==> config.mk <==
export PLATFORM = sky130hd
export DESIGN_NAME = c_escape_unescaper_utf8_top_flat
export DESIGN_NICKNAME = d
export VERILOG_FILES = /design/src/ceu_pkg.sv /design/src/ceu_in_if.sv /design/src/ceu_out_if.sv /design/src/ceu_core.sv /design/src/ceu_obuf.sv /design/src/c_escape_unescaper_utf8_top.sv /design/src/flat_wrapper.sv
export SDC_FILE = /design/constraint.sdc
export NUM_CORES = 1
export LEC_CHECK = 0
export BUFFER_PORTS_ARGS = -buffer_cell sky130_fd_sc_hd__buf_2
export CORE_AREA = 4 4 118 120
export CTS_CLUSTER_DIAMETER = 60
export DETAILED_ROUTE_END_ITERATION = 6
export DIE_AREA = 0 0 122 124
export GPL_ROUTABILITY_DRIVEN = 0
export HOLD_SLACK_MARGIN = 0.05
export PLACE_DENSITY = 0.77
export SETUP_SLACK_MARGIN = 0.4
export SLEW_MARGIN = 10
export SYNTH_ARGS = -nofsm -noshare
export SYNTH_HDL_FRONTEND = slang
export SYNTH_HIERARCHICAL = 1
export SYNTH_SLANG_ARGS = --single-unit
==> constraint.sdc <==
create_clock -name clk -period 6.3 [get_ports clk]
set_input_delay 1.26 -clock clk [delete_from_list [all_inputs] [get_ports clk]]
set_output_delay 1.26 -clock clk [all_outputs]
set_load 0.01 [all_outputs]
==> src/ceu_pkg.sv <==
// shared types and status codes of the c string escape decoder
package ceu_pkg;

	localparam logic [2:0] ST_OK        = 3'd0;
	localparam logic [2:0] ST_BAD_UTF8  = 3'd1;
	localparam logic [2:0] ST_BAD_CP    = 3'd2;
	localparam logic [2:0] ST_BAD_ESC   = 3'd3;
	localparam logic [2:0] ST_TRUNC_ESC = 3'd4;

	localparam int unsigned MAX_RES = 4;

	// everything one input byte produces, handed from the core to the output buffer
	typedef struct packed {
		logic [2:0]                 cnt;
		logic [MAX_RES-1:0][7:0]    bytes;
		logic                       byte_valid;
		logic                       last;
		logic [2:0]                 status;
	} ceu_res_t;

endpackage

==> src/ceu_in_if.sv <==
// input channel: one raw byte of the escaped string per word
interface ceu_in_if;
	logic       valid;
	logic       ready;
	logic [7:0] in_byte;
	logic       is_last;

	modport source (output valid, output in_byte, output is_last, input ready);
	modport sink (input valid, input in_byte, input is_last, output ready);
endinterface

==> src/ceu_out_if.sv <==
// output channel: one decoded byte or end marker per word
interface ceu_out_if;
	logic       valid;
	logic       ready;
	logic [7:0] out_byte;
	logic       byte_valid;
	logic       run_last;
	logic       string_done;
	logic [2:0] status;

	modport source (output valid, output out_byte, output byte_valid, output run_last,
		output string_done, output status, input ready);
	modport sink (input valid, input out_byte, input byte_valid, input run_last,
		input string_done, input status, output ready);
endinterface

==> src/ceu_core.sv <==
// utf-8 decode, escape handling and re-encode for one byte, with the decoder state
module ceu_core (
	input  logic              clk,
	input  logic              arst_n,
	input  logic              step,
	input  logic [7:0]        in_byte,
	input  logic              is_last,
	output ceu_pkg::ceu_res_t res
);
	import ceu_pkg::*;

	typedef enum logic [1:0] {PH_PLAIN, PH_ESC, PH_HEX} phase_t;

	localparam logic [20:0] CH_BSLASH = 21'h5C;
	localparam logic [20:0] CH_X      = 21'h78;
	localparam logic [20:0] CH_U_LO   = 21'h75;
	localparam logic [20:0] CH_U_UP   = 21'h55;

	logic [20:0] code_accum_q, code_accum_d;
	logic [1:0]  cont_left_q, cont_left_d;
	logic [2:0]  seq_len_q, seq_len_d;
	phase_t      phase_q, phase_d;
	logic [31:0] hex_accum_q, hex_accum_d;
	logic [3:0]  hex_left_q, hex_left_d;
	logic [2:0]  err_q, err_d;

	logic        have;
	logic [20:0] cp;
	logic [20:0] acc_c;
	logic [34:0] enc;
	logic [8:0]  simple;
	logic [4:0]  hexd;
	logic [31:0] hex_c;
	logic [3:0]  left_c;

	function automatic logic bad_value(input logic [31:0] v);
		return (v >= 32'hD800 && v <= 32'hDFFF) || v > 32'h10FFFF;
	endfunction

	// {count, byte3, byte2, byte1, byte0}, byte0 goes out first
	function automatic logic [34:0] encode(input logic [20:0] c);
		if (c < 21'h80)
			return {3'd1, 24'd0, 1'b0, c[6:0]};
		else if (c < 21'h800)
			return {3'd2, 16'd0, 2'b10, c[5:0], 3'b110, c[10:6]};
		else if (c < 21'h10000)
			return {3'd3, 8'd0, 2'b10, c[5:0], 2'b10, c[11:6], 4'b1110, c[15:12]};
		else
			return {3'd4, 2'b10, c[5:0], 2'b10, c[11:6], 2'b10, c[17:12], 5'b11110, c[20:18]};
	endfunction

	// {ok, value}
	function automatic logic [8:0] simple_escape(input logic [20:0] c);
		if (c[20:8] != 13'd0)
			return 9'd0;
		case (c[7:0])
			8'h61: return {1'b1, 8'h07};
			8'h62: return {1'b1, 8'h08};
			8'h65: return {1'b1, 8'h1B};
			8'h66: return {1'b1, 8'h0C};
			8'h6E: return {1'b1, 8'h0A};
			8'h72: return {1'b1, 8'h0D};
			8'h74: return {1'b1, 8'h09};
			8'h76: return {1'b1, 8'h0B};
			8'h5C, 8'h27, 8'h22, 8'h3F: return {1'b1, c[7:0]};
			default: return 9'd0;
		endcase
	endfunction

	// {ok, digit}
	function automatic logic [4:0] hex_value(input logic [20:0] c);
		logic [7:0] lo;
		lo = c[7:0];
		if (c[20:8] != 13'd0)
			return 5'd0;
		if (lo inside {[8'h30:8'h39]})
			return {1'b1, lo[3:0]};
		if ((lo inside {[8'h41:8'h46]}) || (lo inside {[8'h61:8'h66]}))
			return {1'b1, lo[3:0] + 4'd9};
		return 5'd0;
	endfunction

	always_comb begin
		code_accum_d = code_accum_q;
		cont_left_d  = cont_left_q;
		seq_len_d    = seq_len_q;
		phase_d      = phase_q;
		hex_accum_d  = hex_accum_q;
		hex_left_d   = hex_left_q;
		err_d        = err_q;
		have         = 1'b0;
		cp           = '0;
		acc_c        = '0;
		enc          = '0;
		simple       = '0;
		hexd         = '0;
		hex_c        = '0;
		left_c       = '0;

		if (err_q == ST_OK) begin
			// utf-8 decode
			if (cont_left_q == 2'd0) begin
				if (!in_byte[7]) begin
					cp   = {13'd0, in_byte};
					have = 1'b1;
				end else if (in_byte inside {[8'hC2:8'hDF]}) begin
					code_accum_d = {16'd0, in_byte[4:0]};
					cont_left_d  = 2'd1;
					seq_len_d    = 3'd2;
				end else if (in_byte inside {[8'hE0:8'hEF]}) begin
					code_accum_d = {17'd0, in_byte[3:0]};
					cont_left_d  = 2'd2;
					seq_len_d    = 3'd3;
				end else if (in_byte inside {[8'hF0:8'hF4]}) begin
					code_accum_d = {18'd0, in_byte[2:0]};
					cont_left_d  = 2'd3;
					seq_len_d    = 3'd4;
				end else begin
					err_d = ST_BAD_UTF8;
				end
			end else if (in_byte[7:6] != 2'b10) begin
				err_d = ST_BAD_UTF8;
			end else begin
				acc_c        = {code_accum_q[14:0], in_byte[5:0]};
				code_accum_d = acc_c;
				cont_left_d  = cont_left_q - 2'd1;
				if (cont_left_q == 2'd1) begin
					cp = acc_c;
					if ((seq_len_q == 3'd3 && acc_c < 21'h800) ||
							(seq_len_q == 3'd4 && acc_c < 21'h10000))
						err_d = ST_BAD_UTF8;
					else if (bad_value({11'd0, acc_c}))
						err_d = ST_BAD_CP;
					else
						have = 1'b1;
				end
			end

			// escape handling on a complete code point
			if (have) begin
				case (phase_q)
					PH_PLAIN: begin
						if (cp == CH_BSLASH)
							phase_d = PH_ESC;
						else
							enc = encode(cp);
					end
					PH_ESC: begin
						if (cp == CH_X || cp == CH_U_LO || cp == CH_U_UP) begin
							phase_d     = PH_HEX;
							hex_accum_d = '0;
							hex_left_d  = (cp == CH_X) ? 4'd2 : ((cp == CH_U_LO) ? 4'd4 : 4'd8);
						end else begin
							simple = simple_escape(cp);
							if (!simple[8]) begin
								err_d = ST_BAD_ESC;
							end else begin
								phase_d = PH_PLAIN;
								enc     = encode({13'd0, simple[7:0]});
							end
						end
					end
					PH_HEX: begin
						hexd = hex_value(cp);
						if (!hexd[4]) begin
							err_d = ST_BAD_ESC;
						end else begin
							hex_c       = {hex_accum_q[27:0], hexd[3:0]};
							hex_accum_d = hex_c;
							left_c      = (hex_left_q != 4'd0) ? hex_left_q - 4'd1 : hex_left_q;
							hex_left_d  = left_c;
							if (left_c == 4'd0) begin
								phase_d = PH_PLAIN;
								if (bad_value(hex_c))
									err_d = ST_BAD_CP;
								else
									enc = encode(hex_c[20:0]);
							end
						end
					end
					default: ;
				endcase
			end

			// string cut off inside a sequence or an escape
			if (err_d == ST_OK && is_last) begin
				if (cont_left_d != 2'd0)
					err_d = ST_BAD_UTF8;
				else if (phase_d != PH_PLAIN)
					err_d = ST_TRUNC_ESC;
			end
		end

		res.cnt        = (err_d != ST_OK) ? 3'd0 : enc[34:32];
		res.bytes      = enc[31:0];
		res.byte_valid = 1'b1;
		res.last       = is_last;
		res.status     = ST_OK;
		if (is_last && res.cnt == 3'd0) begin
			res.cnt        = 3'd1;
			res.bytes      = '0;
			res.byte_valid = 1'b0;
			res.status     = err_d;
		end
	end

	always_ff @(posedge clk or negedge arst_n) begin
		if (!arst_n) begin
			code_accum_q <= '0;
			cont_left_q  <= '0;
			seq_len_q    <= '0;
			phase_q      <= PH_PLAIN;
			hex_accum_q  <= '0;
			hex_left_q   <= '0;
			err_q        <= ST_OK;
		end else if (step) begin
			if (is_last) begin
				code_accum_q <= '0;
				cont_left_q  <= '0;
				seq_len_q    <= '0;
				phase_q      <= PH_PLAIN;
				hex_accum_q  <= '0;
				hex_left_q   <= '0;
				err_q        <= ST_OK;
			end else begin
				code_accum_q <= code_accum_d;
				cont_left_q  <= cont_left_d;
				seq_len_q    <= seq_len_d;
				phase_q      <= phase_d;
				hex_accum_q  <= hex_accum_d;
				hex_left_q   <= hex_left_d;
				err_q        <= err_d;
			end
		end
	end

endmodule

==> src/ceu_obuf.sv <==
// result register: holds up to four output words and shifts them out one per cycle while dec.ready is high
module ceu_obuf (
	input  logic              clk,
	input  logic              arst_n,
	input  logic              load,
	input  ceu_pkg::ceu_res_t res,
	output logic              can_load,
	ceu_out_if.source         dec
);
	import ceu_pkg::*;

	logic [2:0]              rem_q;
	logic [MAX_RES-1:0][7:0] bytes_q;
	logic                    bv_q;
	logic                    last_q;
	logic [2:0]              st_q;
	logic                    pop;

	assign pop      = dec.valid && dec.ready;
	assign can_load = (rem_q == 3'd0) || (rem_q == 3'd1 && pop);

	always_ff @(posedge clk or negedge arst_n) begin
		if (!arst_n) begin
			rem_q <= '0;
		end else if (load) begin
			rem_q <= res.cnt;
		end else if (pop) begin
			rem_q <= rem_q - 3'd1;
		end
	end

	always_ff @(posedge clk) begin
		if (load) begin
			bytes_q <= res.bytes;
			bv_q    <= res.byte_valid;
			last_q  <= res.last;
			st_q    <= res.status;
		end else if (pop) begin
			bytes_q <= {8'd0, bytes_q[MAX_RES-1:1]};
		end
	end

	assign dec.valid       = (rem_q != 3'd0);
	assign dec.out_byte    = bytes_q[0];
	assign dec.byte_valid  = bv_q;
	assign dec.run_last    = (rem_q == 3'd1);
	assign dec.string_done = (rem_q == 3'd1) && last_q;
	assign dec.status      = ((rem_q == 3'd1) && last_q) ? st_q : ST_OK;

endmodule

==> src/c_escape_unescaper_utf8_top.sv <==
// top level of the c string escape decoder over utf-8
//
// Takes an escaped UTF-8 string one byte per word on raw, is_last marking the
// final byte, and gives the unescaped UTF-8 bytes one per word on dec. Each
// input byte yields zero to four output words; the last byte of a string always
// yields at least one, carrying string_done and the string's status (0 ok,
// 1 bad utf-8, 2 invalid code point, 3 bad escape, 4 truncated escape). After a
// fault nothing more is emitted until the end of the string. An input word is
// registered in stage 1, decoded combinationally and loaded into a four-byte
// result register once that register can take it; its first output word then
// shows on dec and leaves when dec.ready is high. The block takes one byte per
// cycle for as long as each byte produces at most one output word and dec.ready
// stays high; a byte that produces several words holds the result register
// until the last of them has left, and that output port is what bounds the
// sustained rate. Bytes that produce nothing leave the result register free.
module c_escape_unescaper_utf8_top (
	input logic       clk,
	input logic       arst_n,
	ceu_in_if.sink    raw,
	ceu_out_if.source dec
);
	import ceu_pkg::*;

	// stage 1: input register
	logic       valid_s1;
	logic [7:0] byte_s1;
	logic       last_s1;

	logic       can_load;
	logic       step;
	ceu_res_t   res;

	// the byte in stage 1 is decoded when the result register is free or is
	// handing over its last word this cycle
	assign step      = valid_s1 && can_load;
	assign raw.ready = !valid_s1 || step;

	always_ff @(posedge clk or negedge arst_n) begin
		if (!arst_n) begin
			valid_s1 <= 1'b0;
		end else if (raw.valid && raw.ready) begin
			valid_s1 <= 1'b1;
		end else if (step) begin
			valid_s1 <= 1'b0;
		end
	end

	// payload of stage 1, no reset needed
	always_ff @(posedge clk) begin
		if (raw.valid && raw.ready) begin
			byte_s1 <= raw.in_byte;
			last_s1 <= raw.is_last;
		end
	end

	// decoder state and single-pass decode of one byte
	ceu_core u_core (
		.clk     (clk),
		.arst_n  (arst_n),
		.step    (step),
		.in_byte (byte_s1),
		.is_last (last_s1),
		.res     (res)
	);

	// result register feeding the output channel
	ceu_obuf u_obuf (
		.clk      (clk),
		.arst_n   (arst_n),
		.load     (step),
		.res      (res),
		.can_load (can_load),
		.dec      (dec)
	);

endmodule

==> src/flat_wrapper.sv <==
// flat-port wrapper written by rule: the top's interface ports become plain ports
module c_escape_unescaper_utf8_top_flat import ceu_pkg::*;
  (clk, arst_n, raw_valid, raw_in_byte, raw_is_last, raw_ready, dec_valid, dec_out_byte, dec_byte_valid, dec_run_last, dec_string_done, dec_status, dec_ready);
  ceu_in_if raw_i ();
  ceu_out_if dec_i ();
  input logic clk;
  input logic arst_n;
  input wire logic [$bits(raw_i.valid)-1:0] raw_valid;
  input wire logic [$bits(raw_i.in_byte)-1:0] raw_in_byte;
  input wire logic [$bits(raw_i.is_last)-1:0] raw_is_last;
  output wire logic [$bits(raw_i.ready)-1:0] raw_ready;
  output wire logic [$bits(dec_i.valid)-1:0] dec_valid;
  output wire logic [$bits(dec_i.out_byte)-1:0] dec_out_byte;
  output wire logic [$bits(dec_i.byte_valid)-1:0] dec_byte_valid;
  output wire logic [$bits(dec_i.run_last)-1:0] dec_run_last;
  output wire logic [$bits(dec_i.string_done)-1:0] dec_string_done;
  output wire logic [$bits(dec_i.status)-1:0] dec_status;
  input wire logic [$bits(dec_i.ready)-1:0] dec_ready;
  assign raw_i.valid = raw_valid;
  assign raw_i.in_byte = raw_in_byte;
  assign raw_i.is_last = raw_is_last;
  assign raw_ready = raw_i.ready;
  assign dec_valid = dec_i.valid;
  assign dec_out_byte = dec_i.out_byte;
  assign dec_byte_valid = dec_i.byte_valid;
  assign dec_run_last = dec_i.run_last;
  assign dec_string_done = dec_i.string_done;
  assign dec_status = dec_i.status;
  assign dec_i.ready = dec_ready;
  c_escape_unescaper_utf8_top u_core (.clk(clk), .arst_n(arst_n), .raw(raw_i), .dec(dec_i));
endmodule
==> out/qor.csv, run 1 <==
stage,metric,value,unit
layout,post-route cell area,8080,um2
layout,Post-layout nets,883,
cts,number of gates resized after CTS,0,
cts,root buf cell,clkbuf_16,
floorplan,number of I/O pins,29,
floorplan,Die X,122,um
cts,CTS Buf Count,9,
global_route,initial antenna violation count,0,
layout,fraction of layout cells with a size suffix above 1,15.5,%
global_route,global-route wire length before repair,34000,um
timing,crit path time final,5.56,ns
critical_path,endpoint class of the critical path,flop,
floorplan,die area,15100,um2
cts,Clock Latency Late Sink,0.36,ns
layout,Antenna diodes,0,
route,wire per inst,20.4,um
floorplan,Rows,42,
power,leakage,3.04,nW
floorplan,Initial Utilization,58.8,%
route,Residual DRC,0,
timing,Setup-failing EPs final,0,
floorplan,Core Region,13000,um2
critical_path,Worst EP required,6.41,ns
timing,relative slew slack,31.8,%
cts,CTS tree,done,
cts,clk buf depth,2,
logic_synthesis,leading register cell type out of synthesis,dfrtp_1,
cts,Hold Buf Count CTS,0,
outcome,status,finished clean,
logic_synthesis,Post-Synthesis Cells,866,
logic_synthesis,post-synthesis register bit count,107,
hold_path,Hold Path Class,reg2reg,
route,number of routed nets with antenna violations,0,
power,PwrDens,405,nW/um2
layout,footprint of the multi-input gates,4300,um2
critical_path,Worst Reg2Reg Path Length in Cells,19,
route,vias after detailed routing,7019,
logic_synthesis,number of synthesized flops with an enable pin,46,
global_route,largest net degree at the start of global routing,62,
timing,RSZ-0062 raised after global routing,false,
cts,CTS sink count,107,
timing,final hold viol count,0,
timing,Worst Max-Slew Pin Slew,1.02,ns
timing,final period utilization,88.3,%
power,PnR Total Power,3.27,mW
power,peak supply drop,0.000527,V
route,routed vias/inst,6.78,
layout,filler instances,1133,
logic_synthesis,Yosys warnings,6,
cts,Worst-path clk slew,0.07,ns
timing,Fin Setup TNS,0,ns
global_route,grt ovf,0,
timing,fmax,180,MHz
critical_path,Setup CP Type,reg2reg,
logic_synthesis,Syn Area/Cell,8.81,um2
logic_synthesis,Mapped Area,7630,um2
hold_path,Worst Hold Path Cells,2,
timing,Max Slew Vio Count,0,
critical_path,CP Launch Type,flop,
cts,H-tree depth,3,
floorplan,Die H,124,um
logic_synthesis,asr flop ratio synth,57.0,%
route,first-iteration detailed-routing DRC count,1133,
job,maxcap violations,0,
global_route,Tot GR Track Use,28.5,%
placed_design,Place WS,0.775,ns
timing,clk_skew,0.00563,ns
placed_design,I/O Buffers,28,
route,drt total wl,21100,um
layout,most frequent cells in the layout,"nand2_1, o21ai_0, dfrtp_1",
placed_design,dpl cell area,7770,um2
logic_synthesis,post-synth cell types,96,
placed_design,HPWL after DPL,15100,um
logic_synthesis,post-synthesis sequential area ratio,38.1,%
timing,Worst Slack Setup Final,0.738,ns
route,Pre-antenna DRT Iters,7,
cts,postcts setup bufs,0,
critical_path,Crit path arrival time,5.67,ns
global_route,vias in the first global route,6478,
critical_path,Crit Path Max Fanout,26,
layout,"most common cell after layout, fill and taps aside",nand2_1,
layout,Reg area,2910,um2
layout,Area Growth Syn to Fin,5.89,%
-- layer usage --
| metal | GRT usage [%] | up-vias | wire length [um] |
|---|---|---|---|
| li1 | - | 3169 | - |
| met5 | 0 | - | 0 |
| met1 | 37.8 | 3276 | 8530 |
| met4 | 13.5 | 0 | 1080 |
| met2 | 44.4 | 454 | 9630 |
| met3 | 6.40 | 120 | 1860 |
-- worst paths after layout --
check | start | end | slack, ns
worst max register to register | u_core/u_core/cont_left_q[0] | u_core/u_obuf/dec.out_byte[1] | 0.74
min in group asynchronous | arst_n | u_core/u_core/hex_accum_q[24] | 1.06
worst min-delay path | u_core/u_core/hex_accum_q[27] | u_core/u_core/hex_accum_q[27] | 0.50
worst max-delay path | u_core/u_core/cont_left_q[0] | u_core/u_obuf/dec.out_byte[1] | 0.74
max in group asynchronous | arst_n | u_core/u_core/err_q[1] | 4.73
worst min register to register | u_core/u_core/hex_accum_q[27] | u_core/u_core/hex_accum_q[27] | 0.50
-- worst max-delay path, stage by stage (launching register included) --
cell       delay (ns)
dfrtp_1          0.38
inv_1            0.10
ha_2             0.30
nand4bb_1        0.22
buf_4            0.20
nand2_1          0.28
and2_1           0.27
clkinv_1         0.32
ha_1             0.42
mux2_2           0.30
mux2i_1          0.15
o211ai_1         0.14
o21a_1           0.24
o21ai_0          0.46
a21boi_0         0.41
nand2_1          0.16
a31oi_4          0.19
buf_4            0.38
a211oi_1         0.09
mux2_2           0.29
-- per-stage QoR --
stage / hold WS, ns / utilization (%) / cells
after floorplan: 0.450 / - / 868
after global placement: 0.469 / 59.9 / 1020
after detailed placement: 0.476 / 59.9 / 1020
after CTS: 0.494 / 62.2 / 1036
after global routing: 0.541 / 62.3 / 1036
final: 0.496 / 62.3 / 1036
-- cells in the mapped netlist, drive strengths merged (6+ instances only) --
library cell | n | area share [%]
inv | 26 | 1.3
o21ai | 89 | 6.1
and2 | 16 | 1.3
nand3 | 10 | 0.66
ha | 15 | 2.5
clkbuf | 35 | 1.7
a221o | 6 | 0.79
a21oi | 44 | 3.0
nor4 | 12 | 1.5
a2111oi | 6 | 1.0
buf | 30 | 2.8
o22ai | 10 | 0.82
a211oi | 10 | 1.0
mux2 | 25 | 3.7
nor2b | 10 | 0.82
a21o | 6 | 0.59
or3 | 6 | 0.49
nor2 | 55 | 2.7
dfrtp | 61 | 20
a22oi | 9 | 0.89
nor3 | 35 | 3.6
nand2 | 150 | 7.4
a31oi | 15 | 1.7
o31ai | 9 | 0.89
edfxtp | 46 | 18
o211ai | 12 | 1.2
nand2b | 15 | 1.3
-- power by group --
part	internal [mW]	switching [mW]	total, mW
registers	0.983	0.159	1.14
logic	0.520	1.01	1.53
clock network	0.348	0.250	0.598
total	1.85	1.42	3.27
-- layout make-up --
cell class,instances,area share [%]
tap,176,2.72
timing repair buffer,41,2.94
clock buffer,11,2.88
inverter,27,1.25
clock inverter,5,0.960
multi-input combinational,669,53.3
sequential,107,36.0
-- state kept, by name (all words and copies together), names as in the netlist --
name,count
u_core/byte_s1,8
u_core/last_s1,1
u_core/u_core/code_accum_q,15
u_core/u_core/cont_left_q,2
u_core/u_core/err_q,3
u_core/u_core/hex_accum_q,28
u_core/u_core/hex_left_q,4
u_core/u_core/phase_q,2
u_core/u_core/seq_len_q,3
u_core/u_obuf/bytes_q,24
u_core/u_obuf/dec.byte_valid,1
u_core/u_obuf/dec.out_byte,8
u_core/u_obuf/last_q,1
u_core/u_obuf/rem_q,3
u_core/u_obuf/st_q,3
u_core/valid_s1,1
-- cell families (layout without fill, tap and decap cells) --
kind of cell / Yosys count / after routing / share of synthesized area (%)
AND/OR/NAND/NOR: 348 / 348 / 24.2
AO/OA/AOI/OAI: 272 / 272 / 24.9
flip-flops: 107 / 107 / 38.1
buffers and inverters: 92 / 84 / 5.80
multiplexers: 29 / 29 / 4.21
adder cells (fa/ha/maj): 15 / 15 / 2.46
XOR/XNOR: 2 / 2 / 0.230
other: 1 / 3 / 0.0491
(Power assumes the default switching activity.)
==> inputs of run 2 (changes only) <==
--- a/config.mk
+++ b/config.mk
@@ -6,16 +6,15 @@
 export NUM_CORES = 1
 export LEC_CHECK = 0
 export BUFFER_PORTS_ARGS = -buffer_cell sky130_fd_sc_hd__buf_2
-export CORE_AREA = 4 4 118 120
+export CORE_AREA = 4 4 116 118
 export CTS_CLUSTER_DIAMETER = 60
 export DETAILED_ROUTE_END_ITERATION = 6
-export DIE_AREA = 0 0 122 124
+export DIE_AREA = 0 0 120 122
 export GPL_ROUTABILITY_DRIVEN = 0
 export HOLD_SLACK_MARGIN = 0.05
-export PLACE_DENSITY = 0.77
+export PLACE_DENSITY = 0.76
 export SETUP_SLACK_MARGIN = 0.4
 export SLEW_MARGIN = 10
 export SYNTH_ARGS = -nofsm -noshare
 export SYNTH_HDL_FRONTEND = slang
-export SYNTH_HIERARCHICAL = 1
 export SYNTH_SLANG_ARGS = --single-unit
==> run 2 against run 1 <==
Net effect:
- final area fell by 4.3%
- routed wire length down 0.91%
- register-to-register slack better by 0.03 ns
- maximum frequency increased by 0.51%
- worst setup slack better by 0.028 ns
- clock skew rose by 0.0023 ns
- die area is 3.2% lower
- combinational power shrank 20%
- critical endpoint is now u_core.u_obuf.bytes_q[16]
- largest power group unchanged
==> out/qor.csv, run 2 <==
stage,metric,value,unit,change
floorplan,Rows,41,,-2.4%
power,leakage,2.91,nW,-4.2%
global_route,vias in the first global route,6378,,-1.5%
layout,fraction of layout cells with a size suffix above 1,10.5,%,-5.0 points
logic_synthesis,cell taking the most area after synthesis,dfrtp_1,,
logic_synthesis,post-synthesis sequential area ratio,38.8,%,+0.67 points
layout,Post-layout nets,882,,-0.11%
timing,final hold slack,0.487,ns,-0.00930 ns
cts,Clock Latency Late Sink,0.36,ns,about the same
layout,most frequent cells in the layout,"nand2_1, o21ai_0, nor2_1",,
cts,CTS tree,done,,
placed_design,I/O Buffers,28,,unchanged
route,vias after detailed routing,7081,,+0.88%
cts,H-tree depth,3,,unchanged
timing,RSZ-0062 raised after global routing,false,,
critical_path,Top Family by Delay on Critical Path,compound AO/OA/AOI/OAI gates,,
route,first-iteration detailed-routing DRC count,1274,,+12%
layout,"Most flops, register",u_core.u_core.hex_accum_q,,
global_route,grt ovf,0,,unchanged
hold_path,Hold Path Class,reg2reg,,
cts,clk buf depth,2,,unchanged
floorplan,Core Region,12500,um2,-4.0%
layout,Top Registers,"u_core.u_core.hex_accum_q (28), u_core.u_obuf.bytes_q (21), u_core.u_core.code_accum_q (15)",,
route,routed vias/inst,6.86,,+1.3%
floorplan,Die X,120,um,-1.6%
cts,Hold Buf Count CTS,0,,unchanged
layout,final core utilization,62.0,%,-0.24 points
timing,Max Slew Vio Count,0,,unchanged
logic_synthesis,asr flop ratio synth,58.7,%,+1.6 points
global_route,initial antenna violation count,0,,unchanged
timing,relative slew slack,32.8,%,+1.1 points
cts,CTS sink count,104,,-2.8%
logic_synthesis,most common cell in the netlist,nand2_1,,
logic_synthesis,post-synth cell types,90,,-6.3%
global_route,global-route wire length before repair,33100,um,-2.6%
global_route,Tot GR Track Use,28.3,%,-0.17 points
logic_synthesis,most common library cells after synthesis,"nand2_1, o21ai_0, nor2_1, dfrtp_1, a21oi_1",,
logic_synthesis,Post-Synthesis Cells,866,,unchanged
logic_synthesis,Yosys warnings,0,,-6
critical_path,Worst EP required,6.40,ns,about the same
timing,final hold viol count,0,,unchanged
timing,fmax,181,MHz,+0.51%
logic_synthesis,number of synthesized flops with an enable pin,43,,-6.5%
timing,Fin Setup TNS,0,ns,unchanged
cts,Worst-path clk slew,0.07,ns,about the same
floorplan,number of I/O pins,29,,unchanged
floorplan,die area,14600,um2,-3.2%
critical_path,Max stage delay on crit path,0.66,ns,+0.20 ns
power,peak supply drop,0.000201,V,-62%
cts,CTS Buf Count,9,,unchanged
logic_synthesis,post-synthesis register bit count,104,,-2.8%
layout,"most common cell after layout, fill and taps aside",nand2_1,,
route,number of routed nets with antenna violations,0,,unchanged
logic_synthesis,syn nets,893,,
route,drt total wl,20900,um,-0.91%
route,Pre-antenna DRT Iters,6,,-1
placed_design,placed insts,1015,,-0.49%
critical_path,WP buf/inv,3,,-1
layout,Antenna diodes,0,,unchanged
critical_path,Crit Path Max Fanout,22,,-15%
logic_synthesis,Synth area leaders,"dfrtp_1, edfxtp_1, nand2_1",,
critical_path,CP max-delay cell,a41oi_4,,
route,wire per inst,20.3,um,-0.53%
floorplan,Die H,122,um,-1.6%
global_route,largest net degree at the start of global routing,64,,+3.2%
job,maxcap violations,0,,unchanged
timing,clk_skew,0.00789,ns,+0.00226 ns
timing,final period utilization,87.8,%,-0.45 points
critical_path,endpoint class of the critical path,flop,,
power,PwrDens,371,nW/um2,-8.3%
floorplan,Initial Utilization,58.3,%,-0.50 points
layout,Area Growth Syn to Fin,6.37,%,
timing,Setup-failing EPs final,0,,unchanged
cts,postcts setup bufs,0,,unchanged
logic_synthesis,Mapped Area,7270,um2,-4.8%
critical_path,CP Launch Type,flop,,
power,PnR Total Power,2.87,mW,-12%
outcome,status,finished clean,,
placed_design,HPWL after DPL,14900,um,-0.97%
critical_path,Crit path arrival time,5.63,ns,-0.04 ns
critical_path,Setup CP Type,reg2reg,,
timing,Worst Max-Slew Pin Slew,1.01,ns,-0.0120 ns
critical_path,CP cell instances,inv_1 > ha_2 > nand4bb_1 > buf_4 > nand2_1 > and2_1 > inv_1 > ha_1 > nor2_1 > o221ai_1 > nand2_2 > a21oi_1 > a21oi_1 > a211oi_1 > o311ai_4 > a41oi_4 > o21ai_2,,
cts,root buf cell,clkbuf_16,,
logic_synthesis,Synth top area share,21.0,%,+1.0 points
timing,crit path time final,5.53,ns,-0.0282 ns
logic_synthesis,Syn Area/Cell,8.39,um2,-4.8%
layout,max reg flops,28,,unchanged
layout,"Cell Count, Final, Fillers Out",1032,,-0.39%
route,Residual DRC,0,,unchanged
logic_synthesis,leading register cell type out of synthesis,dfrtp_1,,
-- run 2: cell types whose count changed in the layout (fill, tap and decap cells not counted), sizes merged, moves of 6 or more --
cell | previous run | this run
nor3 | 35 | 18
buf | 41 | 35
nand2 | 150 | 158
mux2 | 25 | 1
a21oi | 44 | 62
o31ai | 9 | 21
nor2 | 55 | 66
-- run 2: kinds of logic (layout without fill, tap and decap cells) --
group / count (synthesis) / after routing / synth area share, %
AOI/OAI and AO/OA: 301 / 302 / 29.0
xor gates and xnor gates: 3 / 3 / 0.362
adders and majority gates: 14 / 14 / 2.41
buffers and inverters: 86 / 79 / 5.30
DFF: 104 / 104 / 38.8
muxes: 2 / 2 / 0.293
and+or+nand+nor: 356 / 356 / 23.8
-- run 2: power breakdown --
group          internal (mW)  switching, mW
combinational          0.396          0.838
sequential             0.901          0.153
clock                  0.321          0.260
total                   1.62           1.25
-- run 2: worst paths after layout --
check	to	startpoint	slack, ns	cells past startpoint
worst max-delay path	u_core.u_obuf.bytes_q[16]	u_core.u_core.cont_left_q[0]	0.77	17
worst min-delay path	u_core.u_core.hex_accum_q[27]	u_core.u_core.hex_accum_q[27]	0.49	2
worst max register to register	u_core.u_obuf.bytes_q[16]	u_core.u_core.cont_left_q[0]	0.77	17
worst min register to register	u_core.u_core.hex_accum_q[27]	u_core.u_core.hex_accum_q[27]	0.49	2
max in group asynchronous	u_core.u_core.hex_accum_q[10]	arst_n	4.67	2
min in group asynchronous	u_core.valid_s1	arst_n	1.03	2
-- run 2: tightest hold or removal path, stage by stage, from the launching register on --
cell and delay [ns]:
dfrtp_1 0.35, nand2_1 0.05, o21ai_0 0.06
-- run 2: layout make-up --
cell class / count / area [um2]
tap: 172 / 215
clock buffer: 10 / 239
clock inverter: 6 / 66.3
inverter: 28 / 105
multi-input combinational: 677 / 4100
fill: 1069 / 4730
sequential: 104 / 2820
timing repair buffer: 35 / 193
-- run 2: what timing repair did --
item                                    4_1_cts  5_1_grt
gates resized for setup                       0        2
endpoints found under the setup margin        0       27
hold endpoints to repair                      0        0
-- run 2: stage by stage --
| stage | worst slack (ns) | area [um2] |
|---|---|---|
| 4_1_cts | 0.481 | 7700 |
| 3_5_place_dp | 0.521 | 7400 |
| 2_1_floorplan | 1.82 | 7270 |
| 6_report | 0.766 | 7730 |
| 3_3_place_gp | 0.881 | 7400 |
| 5_1_grt | 0.428 | 7730 |
-- run 2: routing by layer --
| metal | share of wire, % | GRT usage (%) |
|---|---|---|
| met5 | 0 | 0 |
| met3 | 11 | 5.11 |
| met2 | 43 | 43.2 |
| met4 | 5.6 | 14.9 |
| met1 | 40 | 38.6 |
